--- config.mk ---
export PLATFORM = sky130hd
export DESIGN_NAME = spi_cell
export DESIGN_NICKNAME = d
export VERILOG_FILES = /design/src/spi_pkg.sv /design/src/spi_cell.sv
export SDC_FILE = /design/constraint.sdc
export NUM_CORES = 1
export LEC_CHECK = 0
export ABC_CLOCK_PERIOD_IN_PS = 3500
export BUFFER_PORTS_ARGS = -buffer_cell sky130_fd_sc_hd__buf_2
export CORE_AREA = 2 2 108 110
export DETAILED_ROUTE_END_ITERATION = 6
export DIE_AREA = 0 0 110 112
export GPL_TIMING_DRIVEN = 0
export PLACE_DENSITY = 0.89
export SYNTH_ARGS = -nofsm -noshare
export SYNTH_HDL_FRONTEND = slang
export SYNTH_SLANG_ARGS = --single-unit
export TNS_END_PERCENT = 20
--- constraint.sdc ---
create_clock -name clk -period 3.5 [get_ports clk]
set_input_delay 0.7 -clock clk [delete_from_list [all_inputs] [get_ports clk]]
set_output_delay 0.7 -clock clk [all_outputs]
set_load 0.03 [all_outputs]
--- src/spi_pkg.sv ---
`timescale 1ns / 1ps
package spi_pkg;

    localparam int SpiDepth = 64;
    localparam int CoordW   = 16;
    localparam int DistW    = 32;
    localparam int PosW     = 7;
    localparam int ModeW    = 2;

    typedef enum logic [ModeW-1:0] {
        MODE_XY   = 2'd0,
        MODE_YX   = 2'd1,
        MODE_DIST = 2'd2
    } sort_mode_t;

    localparam logic FUNC_INSERT = 1'b0;
    localparam logic FUNC_DRAIN  = 1'b1;

    // A stored point together with its squared distance from the origin.
    typedef struct packed {
        logic signed [CoordW-1:0] x;
        logic signed [CoordW-1:0] y;
        logic        [DistW-1:0]  dist_sq;
    } spi_point_t;

    // Per-cell control from the row controller.
    typedef struct packed {
        logic ins;
        logic drain;
        logic keep_self;
        logic keep_left;
    } spi_cell_ctl_t;

endpackage

--- src/spi_cell.sv ---
`timescale 1ns / 1ps
module spi_cell
    import spi_pkg::*;
(
    input  logic             clk,
    input  logic             rst_n,
    input  logic [ModeW-1:0] sort_mode,
    input  spi_cell_ctl_t    ctl,
    input  spi_point_t       new_pt,
    input  spi_point_t       left_pt,
    input  logic             left_valid,
    input  spi_point_t       right_pt,
    input  logic             right_valid,
    output spi_point_t       pt,
    output logic             valid,
    output logic             ge
);

    spi_point_t pt_reg;
    spi_point_t pt_next;
    logic       valid_reg;
    logic       valid_next;

    // True when point a sorts strictly before point b.
    function automatic logic pt_less(spi_point_t a, spi_point_t b, logic [ModeW-1:0] mode);
        logic x_lt;
        logic x_eq;
        logic y_lt;
        logic y_eq;
        logic d_lt;
        logic d_eq;
        logic r;
        x_lt = a.x < b.x;
        x_eq = a.x == b.x;
        y_lt = a.y < b.y;
        y_eq = a.y == b.y;
        d_lt = a.dist_sq < b.dist_sq;
        d_eq = a.dist_sq == b.dist_sq;
        case (mode)
            MODE_YX:   r = y_lt | (y_eq & x_lt);
            MODE_DIST: r = d_lt | (d_eq & (x_lt | (x_eq & y_lt)));
            default:   r = x_lt | (x_eq & y_lt);
        endcase
        return r;
    endfunction

    assign ge = valid_reg && !pt_less(new_pt, pt_reg, sort_mode);

    always_comb
    begin
        pt_next    = pt_reg;
        valid_next = valid_reg;
        if (ctl.drain)
        begin
            pt_next    = right_pt;
            valid_next = right_valid;
        end
        else if (ctl.ins && !ctl.keep_self)
        begin
            if (ctl.keep_left)
            begin
                pt_next    = new_pt;
                valid_next = 1'b1;
            end
            else
            begin
                pt_next    = left_pt;
                valid_next = left_valid;
            end
        end
    end

    always_ff @(posedge clk or negedge rst_n)
    begin
        if (!rst_n)
        begin
            valid_reg <= 1'b0;
        end
        else
        begin
            valid_reg <= valid_next;
        end
    end

    always_ff @(posedge clk)
    begin
        pt_reg <= pt_next;
    end

    assign pt    = pt_reg;
    assign valid = valid_reg;

endmodule

* Word-level counts from Yosys, hierarchy flattened
Index checks and enable logic that the tools add are counted.
Storage, ports and cells: output and inout bits 66, bits in registers 65, bits of input ports 202, logic and storage cells 30
Cells by class: eq/ne operators 5, reductions and logical operators 5, mux-type cells 7, order comparisons 3, bitwise operators 6
Operators with widths (number):
- two-way mux 64 bit | 3
- equality test 16 bit | 2
- equality test 32 bit | 1
- less-than comparator 16 bit | 2
- less-than comparator 32 bit | 1
- bitwise AND 1 bit | 3
- two-way mux 1 bit | 3
- OR 1 bit | 3
- equality test 2 x 1 -> 1 bit (second input constant) | 1
- equality test 2 bit (second input constant) | 1
- logical AND 1 bit | 2
- logical NOT 1 bit | 2
- one-hot mux 1 bit (2 select lines) | 1
- nonzero test 2 bit | 1

* Logic depth before layout (Yosys ltp)
Gate-level depths: netlist of the first run.
depth in word-level cells 8, mapped depth 8, mapped depth without buffers 8

* Worst setup path before layout of the first run
Ideal clock, no wire load.
path kind input to output, start point input port new_pt[47] in the netlist's numbering, end point output port ge, path slack -0.043 ns, arrival 2.843 ns, data required time 2.800 ns, path buffers 0, cell stages on the path 7, path through ha_1 > nand4_2 > nor4_2 > a21bo_2 > nand3_1 > o31ai_1 > nor4_1
Between the ends: longest elaborated chain between the ends 8, elaborated cells between the ends (all ways) 11, those cells by class order compare (1); eq/ne (1); mux (1); bitwise (6); reduce/logical (2)
Ends and longest elaborated chain:
- start: declaration | line spi_cell.sv:9 | input spi_point_t new_pt,
- less-than comparator 16 bit | line spi_cell.sv:35 | y_lt = a.y < b.y;
- bitwise AND 1 bit | line spi_cell.sv:41, spi_cell.sv:42
- OR 1 bit | line spi_cell.sv:41, spi_cell.sv:42
- bitwise AND 1 bit | line spi_cell.sv:41 | MODE_DIST: r = d_lt | (d_eq & (x_lt | (x_eq & y_lt)));
- OR 1 bit | line spi_cell.sv:41
- one-hot mux 1 bit (2 select lines) * | line spi_cell.sv:39 | case (mode)
- logical NOT 1 bit * | line spi_cell.sv:47 | assign ge = valid_reg && !pt_less(new_pt, pt_reg, sort_mode);
- logical AND 1 bit * | line spi_cell.sv:47
- end: declaration | line spi_cell.sv:16 | output logic ge
Every way passes the cells marked *; elsewhere a longest branch is shown, timed or not.

* Worst setup path in the final report of the first run
start point input port new_pt[62] in the netlist's numbering, end point output port ge
Between the ends: longest elaborated chain between the ends 8, elaborated cells between the ends (all ways) 11, those cells by class order compare (1); eq/ne (1); mux (1); bitwise (6); reduce/logical (2)
Ends and longest elaborated chain (line):
- parallel branches: the longest is 5 deep, another holds less-than comparator 16 bit
- one-hot mux 1 bit (2 select lines) * | spi_cell.sv:39
- logical NOT 1 bit * | spi_cell.sv:47
- logical AND 1 bit * | spi_cell.sv:47
Every way passes the cells marked *.

==> flow_summary.json, run 1 <==
{
  "seq_area_frac_synth_pct": 38.8,
  "post-route-util_pct": 61.2,
  "track_usage_pct": 23.7,
  "worstRegToRegCells": 1,
  "fmax_mhz": 292,
  "ys_warn_count": 0,
  "cp-start-kind": "input port",
  "final_cell_mix": "buf_2 (271), inv_1 (73), o21ai_0 (72)",
  "min_path_type": "input port to async pin",
  "synth_nets": 793,
  "r2r-start": "valid",
  "final_common_cell": "buf_2",
  "post_cts_resized": 2,
  "violations": "DRC",
  "port-buffer-count": 266,
  "antenna_found_initial": 0,
  "htreeDepth": 3,
  "skew_ps": 0,
  "drive_gt1_share_pct": 36.1,
  "cts_setup_buffers": 0,
  "row_count": 39,
  "cts_max_path_buffers": 2,
  "drt-total-wl_mm": 14.5,
  "cp.arrival_ps": 2720,
  "die-height_um": 112,
  "hpwlAfterDp_mm": 11.9,
  "cp.required_ps": 2800,
  "synthToLayoutAreaGrowth_pct": 36.3,
  "r2r_end": "valid",
  "max_cap_viol_count": 0,
  "antenna_cells": 0,
  "synthDistinctLibCells": 38,
  "grt_pass1_vias": 4957,
  "r2r_slack_ps": 2710,
  "p_leak_uw": 0.00357,
  "slew_viol_final": 0,
  "globalplace.congestion": 0.847,
  "crit_path_end_kind": "output port",
  "path_clk_slew_ps": 50,
  "vias_per_cell": 5.13,
  "synthCells": 525,
  "p_total_uw": 2730,
  "hold_buffers": 0,
  "critPathKind": "input port to output port",
  "start_util_pct": 44.9,
  "worst_slew_pin_slew_ps": 904,
  "preCtsSetupSlack_ps": -112,
  "cts.sinks": 65,
  "slew_headroom_pct": 39.7,
  "largest_reg_flops": 64,
  "cts-root-buf": "clkbuf_16",
  "fin_crit_sh_pct": 97.8,
  "status": "finished, violations left",
  "nets": 1071,
  "ios": 268,
  "rsz0062_at_grt": "false",
  "nFillCells": 969,
  "routedWlPerCell_um": 15.3,
  "die_w_um": 110,
  "crit_fanout": 3,
  "tritoncts": "built",
  "grt_overflow": 0,
  "period_needed_ps": 3420,
  "core_area_mm2": 0.0112,
  "grt_pass1_wl_mm": 22.4,
  "die_area_mm2": 0.0123,
  "grt_start_max_net_pins": 36,
  "hold_violations": 0,
  "avgSynthCellArea_um2": 9.56,
  "vias": 4877,
  "drt_iter0_drc": 188,
  "route.detailed.drc": 2,
  "clock_latency_ps": 320,
  "numCtsBuffers": 9,
  "vdd_ir_drop_max_mv": 0.210,
  "netlist_area_mm2": 0.00502,
  "first_pass_iters": 7,
  "powerDensity_mw_per_mm2": 399,
  "antenna_left": 0,
  "setup_violations": 0,
  "synth-seq-cells": 65,
  "layout_setup_ws_ps": 77.4
}
## worst max-delay path, cell delays in order
cell,delay [ps]
buf_2,110
ha_1,300
nand4_1,170
or4_1,620
a311o_1,360
a41oi_2,210
nor4_2,50
buf_2,190
## kinds of logic (layout without fill, tap and decap cells)
group | count (synthesis) | after routing | share of synthesized area, %
AOI/OAI and AO/OA | 122 | 122 | 14.2
buffers and inverters | 94 | 377 | 7.16
muxes | 65 | 65 | 13.0
adders and majority gates | 66 | 66 | 16.5
and+or+nand+nor | 113 | 113 | 10.4
DFF | 65 | 65 | 38.8
## report_power, final
part / switching [uW] / internal [uW] / leakage (uW) / total (uW)
Sequential: 44.1 / 970 / 0.000653 / 1010
Clock: 311 / 520 / 0.000131 / 831
Combinational: 549 / 334 / 0.00279 / 883
## cell usage after synthesis (all sizes together)
cell     count  area share [%]
a21bo        1            0.20
a2111oi      2            0.35
nor4         3            0.50
edfxtp      64              38
nor2         7            0.52
or4          1            0.15
o21bai       2            0.30
o31a         1            0.17
nand4       13             1.7
a311o        2            0.40
nand2b       2            0.25
o31ai        2            0.30
ha          66              16
a211oi       6            0.90
buf          5            0.50
a21o         7             1.0
nand2       71             5.3
mux2         1            0.22
o221ai       1            0.17
a21boi       1            0.15
o41a         1            0.22
dfrtp        1            0.50
o211ai       2            0.30
and4         2            0.35
o21ai       74             7.4
nand3        7            0.70
mux2i       64              13
clkbuf      16             1.2
a41oi        2            0.50
inv         73             5.5
nor3         1            0.10
a21oi       18             1.8
nand3b       1            0.15
nor2b        5            0.62
## worst max path at each step
stage,depth (start not counted),slack (ps),to,start
floorplan,7,280,ge,new_pt[47]
global placement,8,-130,ge,new_pt[30]
detailed placement,8,-110,ge,new_pt[29]
CTS,9,5,ge,new_pt[29]
global route,9,5,ge,new_pt[14]
finish,8,80,ge,new_pt[62]
## layout make-up
cell class | instances | area (um2) | share of cell area [%]
Buffer | 21 | 85.1 | 1.24
Clock buffer | 16 | 272 | 3.97
Inverter | 73 | 274 | 4.01
Multi-Input combinational cell | 366 | 2730 | 39.9
Sequential cell | 65 | 1950 | 28.5
Tap cell | 143 | 179 | 2.62
Timing Repair Buffer | 267 | 1350 | 19.8
## per-stage QoR
step / hold slack [ps] / instance area, um2 / TNS (ps) / instances
after floorplan: 404 / 5020 / 0 / 525
after global placement: 477 / 6530 / -129 / 934
after detailed placement: 479 / 6560 / -112 / 935
after CTS: 132 / 6840 / 0 / 951
after global routing: 136 / 6840 / 0 / 951
final: 141 / 6840 / 0 / 951
## layer usage
| layer | wire [um] | vias up | GRT usage, % |
|---|---|---|---|
| met2 | 7590 | 193 | 44.2 |
| met3 | 957 | 24 | 4.63 |
| met4 | 367 | 0 | 10.2 |
| met5 | 0 | - | 0 |
| li1 | - | 2443 | - |
| met1 | 5600 | 2217 | 25.2 |
Note: power is estimated with default switching activity, not from simulation.
==> run 2, diff against run 1 <==
CORE_AREA = 2 2 103 115   (was 2 2 108 110)
DIE_AREA = 0 0 105 117   (was 0 0 110 112)
==> flow_summary.json, run 2 (synthesis results as in run 1) <==
{
  "vdd_ir_drop_max_mv": 0.214,
  "postPlaceCellArea_mm2": 0.00655,
  "cts_setup_buffers": 0,
  "route.detailed.drc": 0,
  "cts-root-buf": "clkbuf_16",
  "post-route-util_pct": 60.9,
  "status": "finished clean",
  "cts_max_path_buffers": 2,
  "critPathKind": "input port to output port",
  "row_count": 41,
  "slew_viol_final": 0,
  "wl_met2_mm": 7.71,
  "track_usage_pct": 23.5,
  "cp-start-kind": "input port",
  "placed_cells": 941,
  "top_layer": "met4",
  "setup_violations": 0,
  "crit_path_end_kind": "output port",
  "core_area_mm2": 0.0112,
  "max_cap_viol_count": 0,
  "numCtsBuffers": 9,
  "vias_per_cell": 5.20,
  "stdcell_area_mm2": 0.00682,
  "drive_gt1_share_pct": 36.1,
  "routedWlPerCell_um": 15.3,
  "globalplace.congestion": 0.843,
  "antenna_found_initial": 0,
  "rsz0062_at_grt": "false",
  "crit_fanout": 3,
  "worst_slew_pin_slew_ps": 863,
  "p_total_uw": 2690,
  "period_needed_ps": 3390,
  "grt_overflow": 0,
  "drt-total-wl_mm": 14.6,
  "grt_start_max_net_pins": 66,
  "tritoncts": "built",
  "synthToLayoutAreaGrowth_pct": 35.8,
  "htreeDepth": 3,
  "holdWs_ps": 136,
  "powerDensity_mw_per_mm2": 394,
  "hold_violations": 0,
  "drt_iter0_drc": 188,
  "hpwlAfterDp_mm": 11.8,
  "vias": 4979,
  "m1WireLength_mm": 5.70,
  "largest_reg_flops": 64,
  "routed-wl-met3_um": 887,
  "first_pass_iters": 6,
  "finalNonFillerCells": 957,
  "die_w_um": 105,
  "port-buffer-count": 266,
  "min_path_type": "input port to async pin",
  "skew_ps": 0,
  "clock_latency_ps": 320,
  "cts.sinks": 65,
  "die-height_um": 117,
  "die_area_mm2": 0.0123,
  "final_cell_mix": "buf_2 (271), inv_1 (73), nand2_1 (71), o21ai_0 (71), ha_1 (66)",
  "ios": 268,
  "antenna_left": 0,
  "slew_headroom_pct": 42.5,
  "grt_pass1_vias": 4916,
  "cp.required_ps": 2800,
  "path_clk_slew_ps": 50,
  "p_leak_uw": 0.00356,
  "final_common_cell": "buf_2",
  "grt_pass1_wl_mm": 22.7,
  "fin_crit_sh_pct": 97.0,
  "fmax_mhz": 295,
  "hold_buffers": 0,
  "cp.arrival_ps": 2690,
  "nets": 1070,
  "start_util_pct": 44.9,
  "antenna_cells": 0
}
run 2: cell types whose count changed in the layout (fill, tap and decap cells not counted), sizes merged:
cell / delta
buf: -1
clkbuf: -2
clkinv: +2
run 2: what timing repair did:
action | 4_1_cts | 5_1_grt
endpoints found under the setup margin | 1 | 1
cloned | 0 | 0
gates resized for setup | 1 | 2
run 2: layout make-up:
cell class | count | area (um2)
clock buffer | 14 | 244
timing repair buffer | 266 | 1330
fill | 928 | 4370
multi-input combinational | 366 | 2740
clock inverter | 2 | 10.0
inverter | 73 | 274
tap | 150 | 188
buffer | 21 | 85.1
sequential | 65 | 1950
run 2: path summary, 6_finish.rpt:
| check | from | endpoint | slack, ps | depth (start not counted) |
|---|---|---|---|---|
| max | new_pt[61] | ge | 110 | 8 |
| min | rst_n | valid | 140 | 1 |
| max reg2reg | valid | valid | 2700 | 1 |
| min reg2reg | valid | valid | 600 | 1 |
| max in group asynchronous | rst_n | valid | 3280 | 1 |
| min in group clk | valid | valid | 600 | 1 |
run 2: worst max-delay path, cell delays in order:
cell	delay (ps)
buf_2	120
ha_1	300
nand4_1	150
or4_1	610
a311o_1	360
a41oi_2	210
nor4_2	60
buf_2	190
run 2: routing by layer:
layer / vias to the layer above / global-route usage [%]
met3: 26 / 4.43
met4: 0 / 9.51
li1: 2443 / -
met5: - / 0
met2: 211 / 44.5
met1: 2299 / 26.2
run 2: power by group:
group          total [uW]  leakage, uW  switching (uW)  internal [uW]
clock network         794     0.000125             316            478
registers            1020     0.000653            44.6            971
logic                 876      0.00278             546            330
run 2: metrics by stage:
step	TNS [ps]	setup WS (ps)
finish	0	105
global placement	-43.2	-43.2
floorplan	0	280
detailed placement	-36.6	-36.6
global route	0	25.1
CTS	0	21.3
