$ cat src/spi_pkg.sv
`timescale 1ns / 1ps
package spi_pkg;

    localparam int SpiDepth = 64;
    localparam int CoordW   = 16;
    localparam int DistW    = 32;
    localparam int PosW     = 7;
    localparam int ModeW    = 2;

    typedef enum logic [ModeW-1:0] {
        MODE_XY   = 2'd0,
        MODE_YX   = 2'd1,
        MODE_DIST = 2'd2
    } sort_mode_t;

    localparam logic FUNC_INSERT = 1'b0;
    localparam logic FUNC_DRAIN  = 1'b1;

    // A stored point together with its squared distance from the origin.
    typedef struct packed {
        logic signed [CoordW-1:0] x;
        logic signed [CoordW-1:0] y;
        logic        [DistW-1:0]  dist_sq;
    } spi_point_t;

    // Per-cell control from the row controller.
    typedef struct packed {
        logic ins;
        logic drain;
        logic keep_self;
        logic keep_left;
    } spi_cell_ctl_t;

endpackage

$ cat src/spi_item.sv
`timescale 1ns / 1ps
module spi_item
    import spi_pkg::*;
(
    input  logic                     clk,
    input  logic                     rst_n,
    input  logic                     in_valid,
    input  logic                     func,
    input  logic signed [CoordW-1:0] point_x,
    input  logic signed [CoordW-1:0] point_y,
    input  logic                     take,
    output logic                     in_stall,
    output logic                     item_valid,
    output logic                     item_func,
    output spi_point_t               item_pt
);

    logic                     valid_reg;
    logic                     valid_next;
    logic                     func_reg;
    spi_point_t               pt_reg;
    spi_point_t               pt_next;
    logic signed [DistW-1:0]  xx;
    logic signed [DistW-1:0]  yy;
    logic                     load;

    assign in_stall = valid_reg && !take;
    assign load     = in_valid && !in_stall;

    // Both squares are nonnegative, so their sum fits the unsigned width.
    assign xx = DistW'(point_x) * DistW'(point_x);
    assign yy = DistW'(point_y) * DistW'(point_y);

    always_comb
    begin
        pt_next.x       = point_x;
        pt_next.y       = point_y;
        pt_next.dist_sq = $unsigned(xx) + $unsigned(yy);
    end

    always_comb
    begin
        if (load)
        begin
            valid_next = 1'b1;
        end
        else if (take)
        begin
            valid_next = 1'b0;
        end
        else
        begin
            valid_next = valid_reg;
        end
    end

    always_ff @(posedge clk or negedge rst_n)
    begin
        if (!rst_n)
        begin
            valid_reg <= 1'b0;
        end
        else
        begin
            valid_reg <= valid_next;
        end
    end

    always_ff @(posedge clk)
    begin
        if (load)
        begin
            func_reg <= func;
            pt_reg   <= pt_next;
        end
    end

    assign item_valid = valid_reg;
    assign item_func  = func_reg;
    assign item_pt    = pt_reg;

endmodule

$ cat config.mk
export PLATFORM = sky130hd
export DESIGN_NAME = spi_item
export DESIGN_NICKNAME = d
export VERILOG_FILES = /design/src/spi_pkg.sv /design/src/spi_item.sv
export SDC_FILE = /design/constraint.sdc
export NUM_CORES = 1
export LEC_CHECK = 0
export CAP_MARGIN = 10
export CORE_MARGIN = 2
export CORE_UTILIZATION = 50
export DETAILED_ROUTE_END_ITERATION = 10
export DONT_BUFFER_PORTS = 1
export PLACE_DENSITY = 0.73
export SETUP_SLACK_MARGIN = 0.02
export SYNTH_ARGS = -nofsm -noshare
export SYNTH_HDL_FRONTEND = slang
export SYNTH_SLANG_ARGS = --single-unit
$ cat constraint.sdc
create_clock -name clk -period 3.6 [get_ports clk]
set_clock_uncertainty 0.2 [all_clocks]
set_input_delay 0.54 -clock clk [delete_from_list [all_inputs] [get_ports clk]]
set_output_delay 0.54 -clock clk [all_outputs]
set_load 0.02 [all_outputs]
# --- Yosys cells after proc, flatten, opt, wreduce, memory -nomap -nowiden ---
# Index checks and enable logic that the tools add are counted.
totals:
  regBits: 66
  input_bits: 37
  output_inout_bits: 67
  word_cells: 15
classes:
  addsub: 1
  mul: 2
  muxes: 2
  reduce_logical: 5
op_table:
  columns: ["operator", "count"]
  rows:
  - ["16-bit by 16-bit multiplier with 32-bit output", 2]
  - ["32-bit adder", 1]
  - ["1-bit logical AND", 2]
  - ["1-bit logical NOT", 2]
  - ["1-bit 2-to-1 mux", 2]
  - ["2-bit nonzero test", 1]

# --- Depth between registers and ports, before layout ---
# Gate-level depths: netlist of the first run.
logic_depth:
  word_depth: 5
  mapped_depth: 25
  mapped_depth_nobuf: 24

# --- Worst setup path before layout of the first run ---
# OpenSTA, ideal clock, no wires.
synth_timing:
  path_kind: "input-to-reg"
  start: "input port point_y[15]"
  end: "register pt_reg (netlist bit item_pt[30]) (data pin)"
  arrival_ns: 7.189
  required_time_ns: 3.125
  path_slack_ns: -4.064
  stages: 23
  path_cell_list: "clkbuf_1 -> clkbuf_1 -> nand2_1 -> fa_1 -> inv_1 -> fa_1 -> inv_1 -> fa_1 -> inv_1 -> fa_1 -> fa_1 -> fa_1 -> fa_1 -> inv_1 -> fa_1 -> inv_1 -> ha_1 -> o21ai_0 -> nor2b_1 -> or3_1 -> a211oi_2 -> or2_4 -> o311ai_2"
synth_rtl:
  columns: ["item", "line_no", "source"]
  rows:
  - ["from (decl)", "spi_item.sv:10", "input logic signed [CoordW-1:0] point_y,"]
  - ["to (signal assigned)", "spi_item.sv:74", "pt_reg <= pt_next;"]
  - ["to (decl)", "spi_item.sv:21", "spi_point_t pt_reg;"]

==> flow_metrics.py, run 1 <==
metrics = {
    "routing": {
        "dr.first_iter.drc_count": 592,
        "antenna_left": 0,
        "vias_per_cell": 5.00,
        "drt_wl_total_mm": 46.5,
        "drc_errors": 0,
        "via_count": 13300,
        "wl_per_cell_um": 17.5,
        "firstDrtPassIters": 5,
    },
    "logic_synthesis": {
        "synth_seq_cells": 66,
        "synth_ff_type": "edfxtp_1",
        "syn-instance-count": 1938,
        "synthArstFlopShare_pct": 1.52,
        "syn_avg_cell_area_sq_um": 10.2,
        "yosysWarnings": 0,
        "synth_area_sq_um": 19700,
        "synth_edf_count": 65,
        "ys_seq_area_share_pct": 10.0,
        "synth.distinct_cells": 47,
        "synth_nets": 2644,
    },
    "timing": {
        "finalSetupTns_ps": -68430,
        "rsz0062_at_grt": "true",
        "holdWs_ps": 43.9,
        "relSlewSlack_pct": 33.0,
        "final_max_slew_viol_count": 0,
        "setup_ws_ps": -3150,
        "fin_crit_ps": 6750,
        "clock.fmax_ghz": 0.148,
        "finalCritPeriodShare_pct": 188,
        "hold_viol": 0,
        "finalSetupViolCount": 27,
        "tightest_slew_ps": 1000,
    },
    "critical_path": {
        "start_kind": "primary input",
        "cp.depth": 20,
        "worst-path-buf-inv": 5,
        "crit_chain": "inv_1, buf_4, fa_1, fa_1, fa_1, inv_2, fa_1, fa_1, fa_2, fa_1, inv_1, fa_1, inv_2, ha_4, and4_4, nand3_2, or3_4, a211oi_4, or2_4, o311ai_2",
        "r2r_slack_ps": 1550,
        "crit_type": "primary input to flop",
        "reg2reg_depth": 2,
        "r2r-start": "item_valid",
        "cp_top_family": "adder cells",
        "crit_fanout": 14,
        "regToRegEndpoint": "item_pt[62]",
        "crit_arrival_ps": 6660,
        "crit_path_end_kind": "flop",
        "critPathSlowestCell": "fa_1",
        "cp_slowest_stage_delay_ps": 600,
        "critPathLaunch": "point_x[10]",
        "cpMostUsedCell": "fa_1",
        "cp.required_ps": 3510,
    },
    "flow_run": {
        "cap_violations": 0,
    },
    "place": {
        "port_buffers": 0,
        "place_hpwl_mm": 38.6,
        "place_congestion": 0.862,
        "dpl.cell_count": 2620,
    },
    "layout": {
        "drive_above_1_share_pct": 25.0,
        "utilization_pct": 60.8,
        "instances_no_fill": 2655,
        "final_nets": 2838,
        "area_growth_syn_to_layout_pct": 19.6,
        "antenna_cells": 0,
    },
    "cts": {
        "cts_tree": "yes",
        "cts_sinks": 66,
        "numCtsBuffers": 9,
        "ctsRootBufferMaster": "clkbuf_16",
        "cts_max_level": 3,
        "clk_latency_ps": 370,
        "cts.clk_slew.worst_paths_ps": 70,
        "clock_path_buffers": 2,
    },
    "floorplan": {
        "rows": 72,
        "core-area_sq_um": 38800,
        "dieArea_sq_um": 41100,
        "die_w_um": 203,
        "initial_core_util_pct": 50.8,
        "ios": 104,
        "die_h_um": 203,
    },
    "global_route": {
        "grt_antenna_before_repair": 0,
        "gr-total-overflow": 0,
        "grt_first_pass_wirelength_mm": 77.3,
        "grt_pass1_vias": 15800,
        "grt_max_degree": 66,
        "track_usage_pct": 24.7,
    },
    "min_path": {
        "hold_path.class": "primary input to flop",
        "hold_start": "point_y[14]",
        "hold_path_depth": 0,
        "whs_endpoint": "item_pt[46]",
    },
    "run_status": {
        "violations": "setup timing",
        "outcome": "complete, but fails checks",
    },
}
-- cells by family (layout without fill, tap and decap cells) --
kind of cell / count (synthesis) / in the layout / share of synthesized area (%)
muxes: 5 / 5 / 0.273
AOI/OAI and AO/OA: 83 / 83 / 2.88
DFF: 66 / 66 / 10.0
adders and majority gates: 669 / 669 / 62.3
and+or+nand+nor: 362 / 362 / 8.86
buffers and inverters: 700 / 899 / 13.3
xor gates and xnor gates: 53 / 53 / 2.39
-- registers in the layout, indices dropped and copies added (netlist names) --
signal      cells
item_pt        64
item_func       1
item_valid      1
-- placed cells by master (no fill, tap or decap), drive strengths merged, types with 2 or more instances in the layout --
| cell | Yosys | routed |
|---|---|---|
| o311ai | 4 | 4 |
| clkinvlp | 0 | 5 |
| a21boi | 3 | 3 |
| a31oi | 2 | 2 |
| edfxtp | 65 | 65 |
| inv | 658 | 656 |
| nand2 | 152 | 152 |
| xor2 | 9 | 9 |
| nand2b | 14 | 14 |
| ha | 147 | 147 |
| nor3 | 6 | 6 |
| o21bai | 3 | 3 |
| and3 | 6 | 6 |
| buf | 1 | 224 |
| xnor2 | 44 | 44 |
| clkinv | 0 | 4 |
| o211ai | 7 | 7 |
| fa | 522 | 522 |
| nor2 | 49 | 49 |
| mux2 | 3 | 3 |
| o21ai | 13 | 13 |
| nand3 | 10 | 10 |
| and2 | 92 | 92 |
| a21o | 9 | 9 |
| nor2b | 22 | 22 |
| mux2i | 2 | 2 |
| a31o | 2 | 2 |
| or3 | 4 | 4 |
| a41oi | 2 | 2 |
| a21oi | 25 | 25 |
| a211oi | 7 | 7 |
| or2 | 5 | 5 |
| clkbuf | 41 | 9 |
-- Yosys cell counts, drive strengths merged (6+ instances only) --
| master | instances | area share (%) |
|---|---|---|
| edfxtp | 65 | 9.9 |
| a21o | 9 | 0.34 |
| nor2 | 49 | 0.93 |
| inv | 658 | 13 |
| clkbuf | 41 | 0.78 |
| ha | 147 | 9.3 |
| fa | 522 | 53 |
| and2 | 92 | 2.9 |
| nor2b | 22 | 0.70 |
| o211ai | 7 | 0.27 |
| nand2 | 152 | 2.9 |
| nand3 | 10 | 0.25 |
| xor2 | 9 | 0.44 |
| nand2b | 14 | 0.44 |
| o21ai | 13 | 0.33 |
| xnor2 | 44 | 2.0 |
| a21oi | 25 | 0.65 |
| nor3 | 6 | 0.15 |
| and3 | 6 | 0.20 |
| a211oi | 7 | 0.32 |
-- layout make-up --
| class | instances | area (sq um) |
|---|---|---|
| multi-input cells | 1172 | 16400 |
| inverters | 658 | 2490 |
| clock inverters | 7 | 51.3 |
| flip-flops and latches | 66 | 1980 |
| fillers | 3112 | 15200 |
| well taps | 518 | 648 |
| clock buffers | 9 | 225 |
| repair buffers | 225 | 1810 |
-- metal layers --
layer | wire [um] | up-vias | part of all wire [%] | track usage, %
met1 | 16300 | 6940 | 35 | 26.9
met2 | 26100 | 287 | 56 | 46.5
met3 | 1600 | 134 | 3.4 | 3.39
li1 | - | 5906 | - | -
met4 | 2490 | 0 | 5.4 | 13.0
met5 | 0 | - | 0 | 0
-- how the worst max path moves through the flow --
stage / slack, ps / endpoint
after global placement: -3540 / item_pt[30]
after floorplan: -3390 / item_pt[30]
after global routing: -3290 / item_pt[30]
final: -3150 / item_pt[28]
after detailed placement: -3700 / item_pt[31]
after CTS: -3110 / item_pt[30]
-- stage by stage --
step	setup WS, ps	area, sq um
floorplan	-3390	20400
global placement	-3540	22200
detailed placement	-3700	22200
CTS	-3110	23000
global route	-3290	23600
finish	-3150	23600
-- worst reg2reg max path: cells and delay by family (launching register included) --
family / cells / cell delay (ps)
flops: 1 / 450
simple gates: 2 / 970
-- what timing repair did --
action | CTS | global route
pin swaps | 108 | 87
gates resized for setup | 129 | 145
endpoints found under the hold margin | 1 | 0
endpoints found under the setup margin | 27 | 27
setup buffers | 10 | 19
hold buffers | 1 | 0
cloned | 0 | 0
Power of run 1 is not shown: default switching activity piles up to over one toggle a cycle in this logic, so the estimate is an artifact.
==> run 2, diff against run 1 <==
Settings changed: ABC_AREA set to 1.
==> run 2 against run 1 <==
  * Fmax increased by 4.5%
  * Critical endpoint is now item_pt[31]
  * Non-clock buffer count up 34
  * The flow still finishes with violations (setup timing)
  * Utilization is 0.38 points higher
  * Largest cell class unchanged
  * Worst setup slack improved by 290 ps
  * Final area is 3.0% higher
  * Flip-flop and latch count unchanged
==> flow_metrics.py, run 2 <==
metrics = {
    "routing": {
        "drt_wl_total_mm": 49.5,
        "firstDrtPassIters": 5,
        "wl_per_cell_um": 17.1,
        "via_count": 14300,
        "vias_per_cell": 4.93,
        "antenna_left": 0,
        "dr.first_iter.drc_count": 640,
        "drc_errors": 0,
    },
    "cts": {
        "cts_sinks": 66,
        "clock_path_buffers": 2,
        "cts.clk_slew.worst_paths_ps": 80,
        "cts_max_level": 3,
        "cts_tree": "yes",
        "clk_latency_ps": 380,
        "ctsRootBufferMaster": "clkbuf_16",
        "numCtsBuffers": 9,
    },
    "logic_synthesis": {
        "synth.distinct_cells": 42,
        "synth_seq_cells": 66,
        "ys_seq_area_share_pct": 9.83,
        "yosysWarnings": 0,
        "synth_area_leaders": "fa_1 (52%), inv_1 (15%), edfxtp_1 (9.7%), ha_1 (9.1%), nand2_1 (6.5%)",
        "synth_area_sq_um": 20100,
        "yosysTopAreaCell": "fa_1",
        "synth_common_cells": "inv_1 (781), fa_1 (522), nand2_1 (346), ha_1 (147), edfxtp_1 (65)",
        "synth_most_common_cell": "inv_1",
        "syn-instance-count": 2154,
        "synth_edf_count": 65,
        "synth.top_cell.area_share_pct": 52.0,
        "synth_ff_type": "edfxtp_1",
        "syn_avg_cell_area_sq_um": 9.34,
        "synthArstFlopShare_pct": 1.52,
        "synth_nets": 2860,
    },
    "timing": {
        "relSlewSlack_pct": 69.1,
        "final_max_slew_viol_count": 0,
        "fin_crit_ps": 6460,
        "hold_viol": 0,
        "finalCritPeriodShare_pct": 179,
        "rsz0062_at_grt": "true",
        "finalSetupViolCount": 27,
        "setup_ws_ps": -2860,
        "clock.fmax_ghz": 0.155,
        "tightest_slew_ps": 462,
    },
    "run_status": {
        "outcome": "complete, but fails checks",
        "violations": "setup timing",
    },
    "floorplan": {
        "die_w_um": 205,
        "rows": 73,
        "die_h_um": 205,
        "initial_core_util_pct": 50.6,
        "ios": 104,
        "dieArea_sq_um": 41800,
        "core-area_sq_um": 39700,
    },
    "place": {
        "pre_cts_slack_ps": -3380,
        "place_hpwl_mm": 41.1,
        "place_congestion": 0.904,
        "dpl.cell_count": 2846,
        "place_area_sq_um": 22900,
        "port_buffers": 0,
    },
    "min_path": {
        "hold_path_depth": 0,
        "whs_endpoint": "item_pt[41]",
        "hold_path.class": "primary input to flop",
        "hold_start": "point_y[9]",
    },
    "layout": {
        "area_growth_syn_to_layout_pct": 20.8,
        "instances_no_fill": 2890,
        "final_nets": 3066,
        "largest_register_ffs": 64,
        "antenna_cells": 0,
        "fill_cells": 3201,
        "layout_commonest_cell": "inv_1",
        "utilization_pct": 61.2,
        "drive_above_1_share_pct": 24.0,
        "layout_common_cells": "inv_1 (707), fa_1 (484), nand2_1 (290)",
        "design_area_sq_um": 24300,
    },
    "critical_path": {
        "critPathLaunch": "point_x[3]",
        "crit_path_end_kind": "flop",
        "cp.required_ps": 3530,
        "crit_arrival_ps": 6390,
        "crit_fanout": 17,
        "r2r-start": "item_valid",
        "regToRegEndpoint": "item_pt[46]",
        "reg2reg_depth": 4,
        "start_kind": "primary input",
        "crit_type": "primary input to flop",
        "r2r_slack_ps": 1470,
    },
    "global_route": {
        "gr-total-overflow": 0,
        "track_usage_pct": 26.1,
        "grt_antenna_before_repair": 0,
        "grt_pass1_vias": 17000,
        "grt_first_pass_wirelength_mm": 82.9,
        "grt_max_degree": 29,
    },
    "flow_run": {
        "cap_violations": 0,
    },
}
-- run 2: cell count changes in the layout (fill, tap and decap cells not counted), moves of 16 or more --
cell | before | now
buf_4 | 201 | 224
inv_1 | 589 | 707
nor2_1 | 23 | 42
and2_1 | 76 | 0
nand2_4 | 9 | 27
nor2b_1 | 20 | 0
and2_4 | 16 | 0
xnor2_1 | 36 | 10
nand2_1 | 123 | 290
-- run 2: worst max path at each step --
stage | end | slack [ps] | cells past startpoint
after detailed placement | item_pt[31] | -3380 | 22
final | item_pt[31] | -2860 | 22
after floorplan | item_pt[31] | -3110 | 25
after global placement | item_pt[31] | -3270 | 22
after CTS | item_pt[29] | -2780 | 22
after global routing | item_pt[29] | -3040 | 23
-- run 2: what timing repair did --
action	in CTS	in global routing
pin swaps	145	66
endpoints found under the hold margin	1	0
hold buffers	1	0
endpoints found under the setup margin	27	27
buffers inserted	18	11
gates resized for setup	147	92
-- run 2: through the flow --
step	setup TNS (ps)	hold slack, ps
2_1_floorplan	-71920	44.4
3_3_place_gp	-74750	44.4
3_5_place_dp	-75890	44.4
4_1_cts	-62370	25.8
5_1_grt	-67790	31.4
6_report	-63770	47.1
-- run 2: kinds of logic (layout without fill, tap and decap cells) --
| family | after synthesis | in the layout | synth area share (%) |
|---|---|---|---|
| flip-flops | 66 | 66 | 9.83 |
| buffers and inverters | 847 | 1058 | 15.8 |
| AND/OR/NAND/NOR | 457 | 457 | 9.18 |
| AO/OA/AOI/OAI | 75 | 75 | 2.25 |
| XOR/XNOR | 40 | 40 | 1.85 |
| adder cells (fa/ha/maj) | 669 | 669 | 61.1 |
-- run 2: metal layers --
layer / wire length [um] / global-route usage [%] / vias to the layer above
li1: - / - / 6395
met1: 16900 / 28.0 / 7333
met3: 1860 / 3.28 / 151
met5: 0 / 0 / -
met2: 27800 / 49.6 / 371
met4: 2860 / 13.7 / 0
-- run 2: critical path: stages --
cell      delay [ps]
nand2_2           60
inv_2             40
fa_1             580
fa_2             490
fa_2             640
clkinv_4         130
buf_6            130
fa_1             440
fa_1             540
fa_1             450
fa_1             510
fa_1             600
inv_2             60
ha_4             280
nand2_4           70
nor3_4           210
nand2_1          100
or2_1            240
nand3_2          110
inv_1             50
nand2_1           60
nand2_1           50
-- run 2: area by class of cell --
cell class	count	area, sq um	share of cell area [%]
multi-input combinational	1241	16300	67.0
inverter	783	2970	12.2
timing repair buffer	259	2120	8.72
sequential	66	1980	8.13
tap	525	657	2.70
clock buffer	9	225	0.927
clock inverter	7	76.3	0.314
Power of run 2 is left out for the same reason.
==> run 3, diff against run 2 <==
Settings changed: ABC_AREA 1 to not set, CORE_UTILIZATION 50 to 49, PLACE_DENSITY 0.73 to not set.
==> run 3 against run 2 <==
  * The run still ends with setup timing left
  * Critical path depth decreased by 2
  * Hold slack got worse by 18 ps
  * Utilization down 1.5 points
  * Fmax fell by 4.1%
  * Critical endpoint is now item_pt[30]
==> flow_metrics.py, run 3 (synthesized netlist as in run 1, its figures left out) <==
metrics = {
    "global_route": {
        "grt_max_degree": 66,
        "grt_pass1_vias": 15800,
        "grt_first_pass_wirelength_mm": 79.6,
        "grt_antenna_before_repair": 0,
        "track_usage_pct": 25.5,
        "gr-total-overflow": 0,
    },
    "routing": {
        "drc_errors": 0,
        "via_count": 13200,
        "wl_per_cell_um": 18.0,
        "antenna_left": 0,
        "wl_met1_mm": 16.5,
        "firstDrtPassIters": 6,
        "drt_wl_total_mm": 48.2,
        "wl_met2_mm": 28.0,
        "dr.first_iter.drc_count": 447,
        "vias_per_cell": 4.92,
        "top_layer_used": "met4",
        "route.met3.wl_mm": 1.32,
    },
    "critical_path": {
        "cp.required_ps": 3520,
        "start_kind": "primary input",
        "crit_path_end_kind": "flop",
        "crit_fanout": 18,
        "r2r_slack_ps": 1550,
        "crit_arrival_ps": 6650,
        "regToRegEndpoint": "item_pt[63]",
        "reg2reg_depth": 2,
        "r2r-start": "item_valid",
        "crit_type": "primary input to flop",
    },
    "timing": {
        "finalSetupViolCount": 27,
        "setup_ws_ps": -3130,
        "tightest_slew_ps": 1000,
        "fin_crit_ps": 6730,
        "rsz0062_at_grt": "true",
        "clock.fmax_ghz": 0.148,
        "final_max_slew_viol_count": 0,
        "relSlewSlack_pct": 33.2,
        "finalCritPeriodShare_pct": 187,
        "hold_viol": 0,
    },
    "place": {
        "place_congestion": 0.886,
        "dpl.cell_count": 2632,
        "place_hpwl_mm": 40.4,
        "pre_cts_slack_ps": -3770,
        "port_buffers": 0,
    },
    "layout": {
        "largest_register_ffs": 64,
        "layout_commonest_cell": "inv_1",
        "multiInputGateArea_sq_um": 16400,
        "regArea_sq_um": 1980,
        "instances_no_fill": 2673,
        "fill_cells": 3366,
        "layout_common_cells": "inv_1 (595), fa_1 (491), buf_4 (209)",
        "drive_above_1_share_pct": 24.0,
        "area_growth_syn_to_layout_pct": 20.1,
        "final_nets": 2849,
        "antenna_cells": 0,
        "utilization_pct": 59.7,
    },
    "cts": {
        "ctsRootBufferMaster": "clkbuf_16",
        "cts.clk_slew.worst_paths_ps": 80,
        "clock_path_buffers": 2,
        "numCtsBuffers": 9,
        "cts_sinks": 66,
        "clk_latency_ps": 380,
        "cts_tree": "yes",
        "cts_max_level": 3,
    },
    "floorplan": {
        "dieArea_sq_um": 41900,
        "initial_core_util_pct": 49.7,
        "die_h_um": 205,
        "rows": 73,
        "die_w_um": 205,
        "ios": 104,
        "core-area_sq_um": 39700,
    },
    "min_path": {
        "hold_path.class": "primary input to flop",
        "hold_path_depth": 0,
        "hold_start": "point_y[14]",
        "whs_endpoint": "item_pt[46]",
    },
    "run_status": {
        "outcome": "complete, but fails checks",
        "violations": "setup timing",
    },
    "flow_run": {
        "cap_violations": 0,
    },
}
-- run 3: cell count changes in the layout (fill, tap and decap cells not counted), sizes merged, moves of 10 or more --
cell / delta
buf: -23
nand3: -13
nand2: -199
xnor2: +30
and2: +92
nor2: -10
xor2: -16
inv: -128
nand2b: +14
nor2b: +22
a21oi: -11
-- run 3: final cells by class --
cell class	count	share of cell area [%]
clock inverters	3	0.201
clock buffers	13	1.10
inverters	658	10.5
flip-flops and latches	66	8.34
well taps	525	2.77
repair buffers	236	7.95
multi-input cells	1172	69.1
-- run 3: worst max-delay path: stages --
cell and delay, ps:
clkinvlp_4 160, buf_8 200, nor2_2 150, fa_1 500, fa_1 560, inv_1 60, fa_1 570, fa_1 460
fa_1 480, fa_1 520, fa_1 430, fa_1 490, inv_1 60, ha_4 290, o21ai_2 60, nor2b_4 140
or3_4 390, a211oi_4 250, or2_4 220, o311ai_4 100
-- run 3: metrics by stage --
stage | hold slack (ps) | setup TNS (ps) | cell area [sq um]
finish | 29.3 | -67380 | 23700
global route | 12.3 | -71910 | 23700
CTS | 1.45 | -66310 | 23400
detailed placement | 44.4 | -81920 | 22200
global placement | 44.4 | -81250 | 22200
floorplan | 44.4 | -73530 | 20400
-- run 3: worst max path at each step --
| stage | start | endpoint | slack [ps] | depth (start not counted) |
|---|---|---|---|---|
| 2_1_floorplan | point_y[1] | item_pt[30] | -3390 | 23 |
| 3_3_place_gp | point_x[15] | item_pt[30] | -3680 | 20 |
| 3_5_place_dp | point_x[15] | item_pt[30] | -3770 | 20 |
| 4_1_cts | point_x[15] | item_pt[30] | -3080 | 20 |
| 5_1_grt | point_x[15] | item_pt[31] | -3370 | 23 |
| 6_report | point_x[15] | item_pt[30] | -3130 | 20 |
-- run 3: what timing repair did --
item | CTS | global route
resized for setup | 179 | 77
buffers inserted | 20 | 11
hold buffers | 1 | 0
endpoints found under the hold margin | 1 | 0
setup endpoints to repair | 27 | 27
cloned | 0 | 0
pin swaps | 131 | 85
-- run 3: routing by layer --
metal / vias up / global-route usage (%)
met5: - / 0
met1: 6922 / 26.9
li1: 5923 / -
met3: 95 / 3.07
met4: 0 / 11.7
met2: 212 / 49.8
Power of run 3 is left out for the same reason.
